### config.mk
export PLATFORM = sky130hd
export DESIGN_NAME = range_checked_moving_average_unit
export DESIGN_NICKNAME = d
export VERILOG_FILES = /design/src/rtl/rcma_pkg.sv /design/src/rtl/rcma_csr.sv /design/src/rtl/rcma_core.sv /design/src/rtl/range_checked_moving_average_unit.sv
export SDC_FILE = /design/constraint.sdc
export NUM_CORES = 1
export LEC_CHECK = 0
export ABC_AREA = 1
export BUFFER_PORTS_ARGS = -buffer_cell sky130_fd_sc_hd__clkbuf_2
export CAP_MARGIN = 30
export CORE_MARGIN = 4
export CORE_UTILIZATION = 45
export DETAILED_ROUTE_END_ITERATION = 8
export SKIP_CTS_REPAIR_TIMING = 1
export SLEW_MARGIN = 30
export SYNTH_ARGS = -nofsm -noshare
export SYNTH_HDL_FRONTEND = slang
export SYNTH_SLANG_ARGS = --single-unit
### constraint.sdc
create_clock -name clock -period 7.2 [get_ports clock]
set_clock_uncertainty 0.15 [all_clocks]
set_input_delay 0 -clock clock [delete_from_list [all_inputs] [get_ports clock]]
set_output_delay 0 -clock clock [all_outputs]
set_load 0.005 [all_outputs]
### src/rtl/rcma_pkg.sv
// Shared types and constants for the range-checked moving average unit.
package rcma_pkg;

   localparam int SAMPLE_W            = 12;
   localparam int DEFAULT_WINDOW_SIZE = 8;
   localparam int CSR_ADDR_W          = 3;
   localparam int CSR_DATA_W          = 32;

   // register index, taken from paddr[2]
   localparam logic REG_LOW_LIMIT  = 1'b0;
   localparam logic REG_HIGH_LIMIT = 1'b1;

   localparam logic signed [SAMPLE_W-1:0] LOW_LIMIT_RESET  = -12'sd640;
   localparam logic signed [SAMPLE_W-1:0] HIGH_LIMIT_RESET = 12'sd960;

   // flips the sign bit to move between offset-binary and two's complement
   localparam logic [SAMPLE_W-1:0] SIGN_FLIP = 12'h800;

   typedef struct packed {
      logic signed [SAMPLE_W-1:0] low_limit;
      logic signed [SAMPLE_W-1:0] high_limit;
   } rcma_limits_type;

   typedef struct packed {
      logic signed [SAMPLE_W-1:0] average;
      logic                       changed;
      logic                       rejected;
   } rcma_result_type;

endpackage

### src/rtl/rcma_csr.sv
// Limit registers behind the APB-style configuration port.
module rcma_csr
   import rcma_pkg::*;
(
   input  logic                  clock,
   input  logic                  reset,
   input  logic                  psel,
   input  logic                  penable,
   input  logic                  pwrite,
   input  logic [CSR_ADDR_W-1:0] paddr,
   input  logic [CSR_DATA_W-1:0] pwdata,
   output logic [CSR_DATA_W-1:0] prdata,
   output logic                  pready,
   output rcma_limits_type       limits
);

   rcma_limits_type limits_ff;
   logic            wr_en;

   assign pready = 1'b1;
   assign wr_en  = psel && penable && pwrite;
   assign limits = limits_ff;

   always_ff @(posedge clock) begin
      if (reset) begin
         limits_ff.low_limit  <= LOW_LIMIT_RESET;
         limits_ff.high_limit <= HIGH_LIMIT_RESET;
      end else if (wr_en) begin
         case (paddr[2])
            REG_LOW_LIMIT:  limits_ff.low_limit  <= pwdata[SAMPLE_W-1:0];
            REG_HIGH_LIMIT: limits_ff.high_limit <= pwdata[SAMPLE_W-1:0];
            default: ;
         endcase
      end
   end

   always_comb begin
      case (paddr[2])
         REG_LOW_LIMIT:  prdata = {{(CSR_DATA_W-SAMPLE_W){1'b0}}, limits_ff.low_limit};
         REG_HIGH_LIMIT: prdata = {{(CSR_DATA_W-SAMPLE_W){1'b0}}, limits_ff.high_limit};
         default:        prdata = '0;
      endcase
   end

endmodule

### src/rtl/rcma_core.sv
// Range check, sample window, running sum and floor mean for one request.
module rcma_core
   import rcma_pkg::*;
#(
   parameter int WINDOW_SIZE = DEFAULT_WINDOW_SIZE
)
(
   input  logic                       clock,
   input  logic                       reset,
   input  logic                       load,
   input  logic signed [SAMPLE_W-1:0] sample,
   input  rcma_limits_type            limits,
   output rcma_result_type            result
);

   localparam int LOG_N = $clog2(WINDOW_SIZE);
   localparam int SUM_W = SAMPLE_W + LOG_N;
   localparam int DIV_K = SUM_W + LOG_N;
   localparam int M_W   = SUM_W + 2;
   // ceil(2^K / N): exact floor division for every biased sum below 2^SUM_W
   localparam logic [M_W-1:0] RECIP =
      M_W'(((64'd1 << DIV_K) + WINDOW_SIZE - 1) / WINDOW_SIZE);
   localparam logic [SUM_W-1:0]        OFFSET = SUM_W'(2048 * WINDOW_SIZE);
   localparam logic signed [SUM_W-1:0] N_S    = SUM_W'(WINDOW_SIZE);

   logic signed [SAMPLE_W-1:0] window_ff [WINDOW_SIZE];
   logic signed [SUM_W-1:0]    sum_ff;
   logic signed [SUM_W-1:0]    sum_in;
   logic signed [SAMPLE_W-1:0] last_avg_ff;
   logic                       seen_ff;

   logic                       rejected;
   logic signed [SAMPLE_W-1:0] val;
   logic signed [SUM_W-1:0]    val_ext;
   logic signed [SUM_W-1:0]    fill_sum;
   logic signed [SUM_W-1:0]    shift_sum;
   logic [SUM_W-1:0]           biased;
   logic [SUM_W+M_W-1:0]       prod;
   logic [SAMPLE_W-1:0]        quot;
   logic signed [SAMPLE_W-1:0] avg;

   assign rejected = (sample < limits.low_limit) || (sample > limits.high_limit);

   always_comb begin
      if (!rejected) begin
         val = sample;
      end else if (seen_ff) begin
         val = last_avg_ff;
      end else begin
         val = '0;
      end
   end

   assign val_ext   = SUM_W'(val);
   assign fill_sum  = val_ext * N_S;
   assign shift_sum = sum_ff - SUM_W'(window_ff[0]) + val_ext;

   // bias the sum to non-negative, multiply by the reciprocal to divide, then remove the bias
   assign biased = shift_sum + OFFSET;
   assign prod   = (SUM_W+M_W)'(biased) * (SUM_W+M_W)'(RECIP);
   assign quot   = prod[DIV_K+SAMPLE_W-1:DIV_K];

   assign avg    = seen_ff ? $signed(quot ^ SIGN_FLIP) : val;
   assign sum_in = seen_ff ? shift_sum : fill_sum;

   assign result.average  = avg;
   assign result.changed  = !seen_ff || (avg != last_avg_ff);
   assign result.rejected = rejected;

   always_ff @(posedge clock) begin
      if (reset) begin
         seen_ff <= 1'b0;
      end else if (load) begin
         seen_ff <= 1'b1;
      end
   end

   always_ff @(posedge clock) begin
      if (load) begin
         sum_ff      <= sum_in;
         last_avg_ff <= avg;
         if (seen_ff) begin
            for (int i = 0; i < WINDOW_SIZE - 1; i++) begin
               window_ff[i] <= window_ff[i+1];
            end
            window_ff[WINDOW_SIZE-1] <= val;
         end else begin
            for (int i = 0; i < WINDOW_SIZE; i++) begin
               window_ff[i] <= val;
            end
         end
      end
   end

endmodule

### src/rtl/range_checked_moving_average_unit.sv
// Top level: request and result registers around the moving average core.
//
// Usage notes
//   Request channel: req_valid / req_stall / req_sample (signed, 1/16 degree).
//   Result channel:  rsp_valid / rsp_stall / rsp_average, rsp_changed,
//                    rsp_rejected. A request or result moves on a rising edge
//                    with valid high and stall low.
//   Configuration:   APB-style, low_limit at 0x0, high_limit at 0x4, write
//                    only while the unit is idle.
//   Path: a taken request passes through the input register, then the
//   result register; rsp_valid rises as it enters the result register.
//   Throughput: one request per cycle while rsp_stall holds no waiting
//   result; the running sum and sample window update in the single
//   compute stage, and the mean is one constant reciprocal multiply.
//   Reset (synchronous): both stages empty, limits back to -40 and 60 degrees,
//   and the next request refills the whole window.
//   Stall: while rsp_stall holds a waiting result, one more request is still
//   taken into the input register; req_stall rises only when both are full.
module range_checked_moving_average_unit
   import rcma_pkg::*;
#(
   parameter int WINDOW_SIZE = DEFAULT_WINDOW_SIZE
)
(
   input  logic                       clock,
   input  logic                       reset,
   input  logic                       req_valid,
   output logic                       req_stall,
   input  logic signed [SAMPLE_W-1:0] req_sample,
   output logic                       rsp_valid,
   input  logic                       rsp_stall,
   output logic signed [SAMPLE_W-1:0] rsp_average,
   output logic                       rsp_changed,
   output logic                       rsp_rejected,
   input  logic                       psel,
   input  logic                       penable,
   input  logic                       pwrite,
   input  logic [CSR_ADDR_W-1:0]      paddr,
   input  logic [CSR_DATA_W-1:0]      pwdata,
   output logic [CSR_DATA_W-1:0]      prdata,
   output logic                       pready
);

   logic                       in_valid_ff;
   logic signed [SAMPLE_W-1:0] in_sample_ff;
   logic                       out_valid_ff;
   rcma_result_type            out_result_ff;
   rcma_result_type            core_result;
   rcma_limits_type            limits;
   logic                       advance;
   logic                       load;

   assign advance   = !out_valid_ff || !rsp_stall;
   assign load      = in_valid_ff && advance;
   assign req_stall = in_valid_ff && !advance;

   rcma_csr u_csr (
      .clock   (clock),
      .reset   (reset),
      .psel    (psel),
      .penable (penable),
      .pwrite  (pwrite),
      .paddr   (paddr),
      .pwdata  (pwdata),
      .prdata  (prdata),
      .pready  (pready),
      .limits  (limits)
   );

   rcma_core #(
      .WINDOW_SIZE (WINDOW_SIZE)
   ) u_core (
      .clock  (clock),
      .reset  (reset),
      .load   (load),
      .sample (in_sample_ff),
      .limits (limits),
      .result (core_result)
   );

   always_ff @(posedge clock) begin
      if (reset) begin
         in_valid_ff  <= 1'b0;
         out_valid_ff <= 1'b0;
      end else begin
         if (!req_stall) begin
            in_valid_ff <= req_valid;
         end
         if (advance) begin
            out_valid_ff <= in_valid_ff;
         end
      end
   end

   always_ff @(posedge clock) begin
      if (req_valid && !req_stall) begin
         in_sample_ff <= req_sample;
      end
      if (load) begin
         out_result_ff <= core_result;
      end
   end

   assign rsp_valid    = out_valid_ff;
   assign rsp_average  = out_result_ff.average;
   assign rsp_changed  = out_result_ff.changed;
   assign rsp_rejected = out_result_ff.rejected;

`ifndef SYNTH
   // back-pressure only when both stages hold a request
   a_stall_full: assert property (@(posedge clock) disable iff (reset)
      req_stall |-> (in_valid_ff && out_valid_ff && rsp_stall))
      else $error("request stalled with a free stage");

   // a request leaving the input register always lands in the result register
   a_load_lands: assert property (@(posedge clock) disable iff (reset)
      load |=> out_valid_ff)
      else $error("computed request lost");

   // a taken result with nothing behind it empties the output
   a_drain: assert property (@(posedge clock) disable iff (reset)
      (rsp_valid && !rsp_stall && !in_valid_ff) |=> !out_valid_ff)
      else $error("result repeated");

   // nothing is presented in the first cycle out of reset
   a_idle_after_reset: assert property (@(posedge clock) disable iff (reset)
      ($past(reset) && !reset && !in_valid_ff) |-> !out_valid_ff)
      else $error("result present straight after reset");
`endif

endmodule

==> flow_summary.yaml, run 1 <==
placed_design:
  gp_congestion: 0.850
  io_buffers: 59
  dp_hpwl_mm: 12.6
critical_path:
  setup.worst_path.class: "reg2reg"
  path_max_fanout: 20
  arrival_ns: 5.57
  cp_common_cell: "nand2_1"
  required_ns: 7.21
  end_kind: "register"
  slowest_stage: "fa_1"
  slowest_delay_ns: 0.55
  startpoint_type: "register"
synthesis:
  synth.top_cell.area_share_pct: 44.1
  synth_cell_types: 39
  synthFlopType: "edfxtp_1"
  syn_area_per_cell_sq_um: 9.04
  synth_common_cells: "nand2_1 (230), inv_1 (130), o21ai_0 (128)"
  synth_area_leader_cell: "edfxtp_1"
  synthTopCellsByArea: "edfxtp_1 (44%), nand2_1 (10%), o21ai_0 (7.5%), dfxtp_1 (6.4%), ha_1 (5.7%)"
  async_flop_share_pct: 0
  yosysMostFrequentCell: "nand2_1"
  ys_seq_area_share_pct: 50.5
  synth_edf_count: 125
  yosys_warnings: 0
  synthCells: 941
  synth-seq-cells: 152
  syn_area_sq_um: 8510
status:
  failed_checks: "negative hold slack"
  status: "complete, but fails checks"
final_layout:
  diodes: 0
  areaGrowthSynthToFinish_pct: 15.1
  nets: 1122
  register_area_sq_um: 4300
  final_layout_size_suffix_gt1_share_pct: 12.3
  fin_util_pct: 52.6
  n_fill_cell: 1746
  multi_input_area_sq_um: 3390
route:
  wire_per_inst_microns: 14.7
  wirelength_met1_mm: 8.75
  wl_met2_mm: 8.64
  ant_nets: 0
  dr_total_vias: 6377
  met3WireLength_microns: 865
  routed_wl_mm: 18.6
  drtIter0Drc: 357
  drc: 0
  routed.top_layer: "met4"
  dr.pass1.iters: 5
  vias_per_cell: 5.05
die:
  core_area_sq_um: 18600
  rows: 50
  die_h_microns: 146
  die_w_microns: 146
  num_io_pins: 103
  start_util_pct: 45.7
  dieArea_sq_um: 21200
global_routing:
  track_usage_pct: 17.7
  overflow: 0
  grt_pass1_vias: 5973
  grt_max_degree: 94
  grt_pass1_wl_mm: 30.0
  antenna_found_initial: 0
sta:
  tns_ns: 0
  final_hold_viol_count: 4
  fin_crit_sh_pct: 77.1
  rsz0062_at_grt: "false"
  hold_slack_ns: -0.0490
  final-setup-viol-count: 0
  min_period_ns: 5.55
  relSlewSlack_pct: 40.8
  worstMarginPinSlew_ns: 0.888
  max_freq_mhz: 180
  slew_viol_final: 0
clock_network:
  h-tree-depth: 4
  clk_path_buf_depth: 2
  cts_root_buf: "clkbuf_16"
  clkTransAtPathRegs_ns: 0.07
  clock-sinks: 152
  tritoncts: "built"
  cts_made_buffers: 17
  clk_latency_ns: 0.43
power:
  powerDensity_nw_per_um2: 254
  cellLeakagePower_nw: 4.48
  peakVddDrop_mv: 0.171
  fin_total_pwr_w: 0.00249
worst_hold_path:
  min_path_type: "in2reg"
job:
  maxCapViolations: 0
sequential cells by signal, indices dropped and copies added, names as in the netlist:
name	flops
u_core.window_ff	96
u_csr.limits	24
rsp_valid	1
u_core.last_avg_ff	12
rsp_rejected	1
in_valid_ff	1
rsp_changed	1
u_core.sum_ff	3
in_sample_ff	12
u_core.seen_ff	1
per-layer routing:
metal,GRT usage (%),up-vias
met2,27.3,147
met5,0,-
met4,5.98,0
met1,24.7,2990
li1,-,3219
met3,4.14,21
final timing paths:
kind,startpoint,to,slack [ns],cells past startpoint
hold reg to reg,u_csr.limits[14],u_csr.limits[14],0.33,2
hold / removal,penable,u_csr.limits[6],-0.05,4
setup reg to reg,in_sample_ff[11],rsp_changed,1.65,29
setup / recovery,in_sample_ff[11],rsp_changed,1.65,29
through the flow:
stage                     instance area (sq um)  setup slack (ns)  hold slack (ns)  instances
after floorplan                            8580              2.02          -0.0511        960
after global placement                     8820              1.69           0.0284       1192
after detailed placement                   8830              1.66           0.0286       1192
after CTS                                  9420              1.65           -0.426       1224
after global routing                       9800              1.19           0.0297       1262
final                                      9800              1.65          -0.0490       1262
power by group:
group,switching (W),internal (W)
registers,0.0000244,0.00103
logic,0.000347,0.000192
clock network,0.000359,0.000542
total,0.000731,0.00176
placed cells by master (no fill, tap or decap), drive strengths merged:
| cell type | n |
|---|---|
| nand2 | 236 |
| o21ai | 141 |
| inv | 135 |
| edfxtp | 125 |
| clkbuf | 78 |
| a21oi | 44 |
| nand3 | 44 |
| ha | 39 |
| dlygate4sd3 | 38 |
| nor2 | 33 |
| dfxtp | 27 |
| conb | 21 |
| fa | 14 |
| nand4 | 10 |
| clkinv | 7 |
| buf | 6 |
| xor2 | 5 |
| o31ai | 3 |
| xnor2 | 3 |
| bufinv | 3 |
| clkinvlp | 3 |
| nor3 | 2 |
| nand3b | 2 |
| o211ai | 2 |
| a21o | 1 |
| a21boi | 1 |
| nand2b | 1 |
| o21bai | 1 |
| or2 | 1 |
| a211o | 1 |
| mux2 | 1 |
worst max-delay path, delay by kind of cell (launching register included):
family / cells / cell delay [ns]
buffers and inverters: 1 / 0.04
and+or+nand+nor: 21 / 2.36
adders and majority gates: 3 / 1.28
DFF: 1 / 0.52
AOI/OAI and AO/OA: 4 / 0.92
layout make-up:
| cell class | count | area share [%] |
|---|---|---|
| clock buffer | 19 | 4.42 |
| clock inverter | 13 | 1.57 |
| inverter | 135 | 5.22 |
| multi-input combinational | 606 | 34.6 |
| sequential | 152 | 43.8 |
| tap | 234 | 2.99 |
| timing repair buffer | 103 | 7.39 |
cell families (layout without fill, tap and decap cells):
| kind of cell | after synthesis | in the layout | share of synthesized area, % |
|---|---|---|---|
| flops | 152 | 152 | 50.5 |
| other cells | 2 | 21 | 0.0882 |
| mux | 1 | 1 | 0.132 |
| simple gates | 329 | 329 | 16.2 |
| buf+inv | 202 | 270 | 10.7 |
| compound gates | 194 | 194 | 12.6 |
| fa+ha+maj | 53 | 53 | 9.03 |
| xor+xnor | 8 | 8 | 0.823 |
Power figures use the tool's default switching activity.
==> inputs of run 2 (changes only) <==
ABC_AREA = 0   (was 1)
PLACE_DENSITY = 0.67   (was not set)
clock period = 4.8 ns   (was 7.2 ns; I/O delays follow)
==> run 2 against run 1 <==
The run ends with negative hold slack, negative setup slack left; area after synthesis is 3.1% lower; worst setup slack worse by 2.0 ns; global-route usage is 0.57 points higher; critical endpoint unchanged; synthesized cell count is 19% lower; largest power group unchanged; cell count is 7.4% lower; largest cell class unchanged; cell area is 9.6% higher; first-iteration DRC count is 2.0% higher; worst hold slack better by 0.025 ns; critical path depth is 10 lower; highest routed layer unchanged; power is 63% higher; die area is 3.0% lower.
==> flow_summary.yaml, run 2 <==
status:
  status: "complete, but fails checks"
  failed_checks: "negative hold slack, negative setup slack"
critical_path:
  setup.worst_path.class: "reg2reg"
  arrival_ns: 5.26
  slowest_stage: "fa_1"
  required_ns: 4.92
  startpoint_type: "register"
  end_kind: "register"
  cp-startpoint: "in_sample_ff[9]"
  r2r_slack_ns: -0.34
  reg2reg_from: "in_sample_ff[9]"
  path_max_fanout: 7
  ff2ff_path_depth: 19
  r2r-end: "rsp_changed"
  crit_chain: "ha_4 -> nand4_1 -> or3_4 -> a22o_1 -> a211oi_4 -> nor2_4 -> nor2_4 -> buf_6 -> a22oi_2 -> fa_1 -> inv_2 -> ha_4 -> a21o_4 -> o311ai_4 -> a21boi_2 -> o41ai_4 -> xnor3_1 -> and2_1 -> o2111ai_1"
  slowest_delay_ns: 0.53
route:
  drtIter0Drc: 364
  dr_total_vias: 6035
  dr.pass1.iters: 5
  ant_nets: 0
  vias_per_cell: 5.16
  drc: 0
  routed_wl_mm: 18.7
  wire_per_inst_microns: 16.0
synthesis:
  synthCells: 763
  synth.top_cell.area_share_pct: 45.5
  syn_area_sq_um: 8240
  synth-seq-cells: 152
  yosys_warnings: 0
  synth_area_leader_cell: "edfxtp_1"
  synthFlopType: "edfxtp_1"
  synth_common_cells: "edfxtp_1 (125), inv_1 (89), nand2_1 (73)"
  synth_cell_types: 63
  syn_area_per_cell_sq_um: 10.8
  synthTopCellsByArea: "edfxtp_1 (46%), dfxtp_1 (6.6%), ha_1 (5.9%), o21a_1 (4.6%), inv_1 (4.1%)"
  synth_edf_count: 125
  yosysMostFrequentCell: "edfxtp_1"
  ys_seq_area_share_pct: 52.1
  async_flop_share_pct: 0
sta:
  worstMarginPinSlew_ns: 0.703
  max_freq_mhz: 194
  hold_slack_ns: -0.0239
  fin_crit_sh_pct: 107
  min_period_ns: 5.14
  slew_viol_final: 0
  relSlewSlack_pct: 53.0
  final_hold_viol_count: 17
  rsz0062_at_grt: "true"
  fin_ws_ns: -0.342
  final-setup-viol-count: 3
worst_hold_path:
  hp-start: "penable"
  holdPathStages: 5
  min_path_type: "in2reg"
  hold_path_end: "u_csr.limits[5]"
die:
  core_area_sq_um: 18000
  start_util_pct: 45.9
  rows: 49
  dieArea_sq_um: 20500
  die_h_microns: 143
  num_io_pins: 103
  die_w_microns: 143
final_layout:
  final_cell_mix: "edfxtp_1 (125), buf_4 (93), inv_1 (83)"
  areaGrowthSynthToFinish_pct: 30.3
  largest-register: "u_core.window_ff"
  final_common_cell: "edfxtp_1"
  final_layout_size_suffix_gt1_share_pct: 29.4
  nets: 1033
  largest_reg_flops: 96
clock_network:
  cts_made_buffers: 17
  clk_path_buf_depth: 2
  clkTransAtPathRegs_ns: 0.06
  cts_root_buf: "clkbuf_16"
  tritoncts: "built"
  clock-sinks: 152
  h-tree-depth: 4
  clk_latency_ns: 0.43
placed_design:
  dp_hpwl_mm: 13.0
  gp_congestion: 0.889
  io_buffers: 59
global_routing:
  track_usage_pct: 18.3
  grt_max_degree: 53
  overflow: 0
  antenna_found_initial: 0
  grt_pass1_wl_mm: 29.3
  grt_pass1_vias: 5711
power:
  powerDensity_nw_per_um2: 379
  cellLeakagePower_nw: 4.53
  peakVddDrop_mv: 0.260
  fin_total_pwr_w: 0.00407
job:
  maxCapViolations: 0
## run 2: changes by cell type in the layout (fill, tap and decap cells not counted), moves of 29 or more
cell     change
inv_1       -46
o21a_1      +50
o21ai_0    -104
nand2_1    -163
nand3_1     -29
buf_4       +88
## run 2: metal layers
| layer | wire length (microns) | track usage, % | vias up |
|---|---|---|---|
| met5 | 0 | 0 | - |
| met1 | 8420 | 25.2 | 2921 |
| met2 | 9150 | 29.5 | 141 |
| met4 | 329 | 6.29 | 0 |
| li1 | - | - | 2947 |
| met3 | 795 | 3.03 | 26 |
## run 2: critical path, delay by kind of cell, from the launching register on
family	cells	cell delay, ns
AOI/OAI and AO/OA	8	1.73
buffers and inverters	2	0.22
xor gates and xnor gates	1	0.29
and+or+nand+nor	5	1.05
DFF	1	0.43
adders and majority gates	3	1.08
## run 2: cell type report
type	count	area, sq um
Fill cell	1442	7230
Sequential cell	152	4290
Multi-Input combinational cell	478	3860
Timing Repair Buffer	186	1350
Clock buffer	24	524
Inverter	91	343
Tap cell	229	287
Clock inverter	8	80.1
Antenna cell	1	2.50
## run 2: worst max-delay path by stage
| stage | end | slack [ns] | depth (start not counted) |
|---|---|---|---|
| floorplan | rsp_changed | -0.16 | 20 |
| global placement | rsp_changed | -0.37 | 19 |
| detailed placement | rsp_changed | -0.43 | 19 |
| CTS | u_core.last_avg_ff[11] | -0.47 | 21 |
| global route | rsp_changed | -0.50 | 21 |
| finish | rsp_changed | -0.34 | 19 |
## run 2: metrics by stage
| stage | std cells | TNS [ns] | setup WS, ns | util [%] | cell area, sq um |
|---|---|---|---|---|---|
| after floorplan | 782 | -0.156 | -0.156 | - | 8450 |
| final | 1169 | -0.837 | -0.342 | 59.8 | 10700 |
| after global placement | 1098 | -0.868 | -0.374 | 52.0 | 9330 |
| after global routing | 1168 | -1.49 | -0.497 | 59.8 | 10700 |
| after detailed placement | 1098 | -1.02 | -0.426 | 52.0 | 9340 |
| after CTS | 1130 | -1.28 | -0.475 | 55.4 | 9950 |
## run 2: cell families after synthesis
group                    after synthesis  share of synthesized area (%)
AO/OA/AOI/OAI                        197                           16.5
AND/OR/NAND/NOR                      182                           10.2
flip-flops                           152                           52.1
buffers and inverters                152                           8.52
adder cells (fa/ha/maj)               53                           9.32
XOR/XNOR                              17                           2.14
multiplexers                           8                           1.15
other                                  2                         0.0911
## run 2: where the power goes
part           switching, W  internal [W]
clock              0.000532      0.000820
sequential        0.0000369       0.00153
combinational      0.000574      0.000571
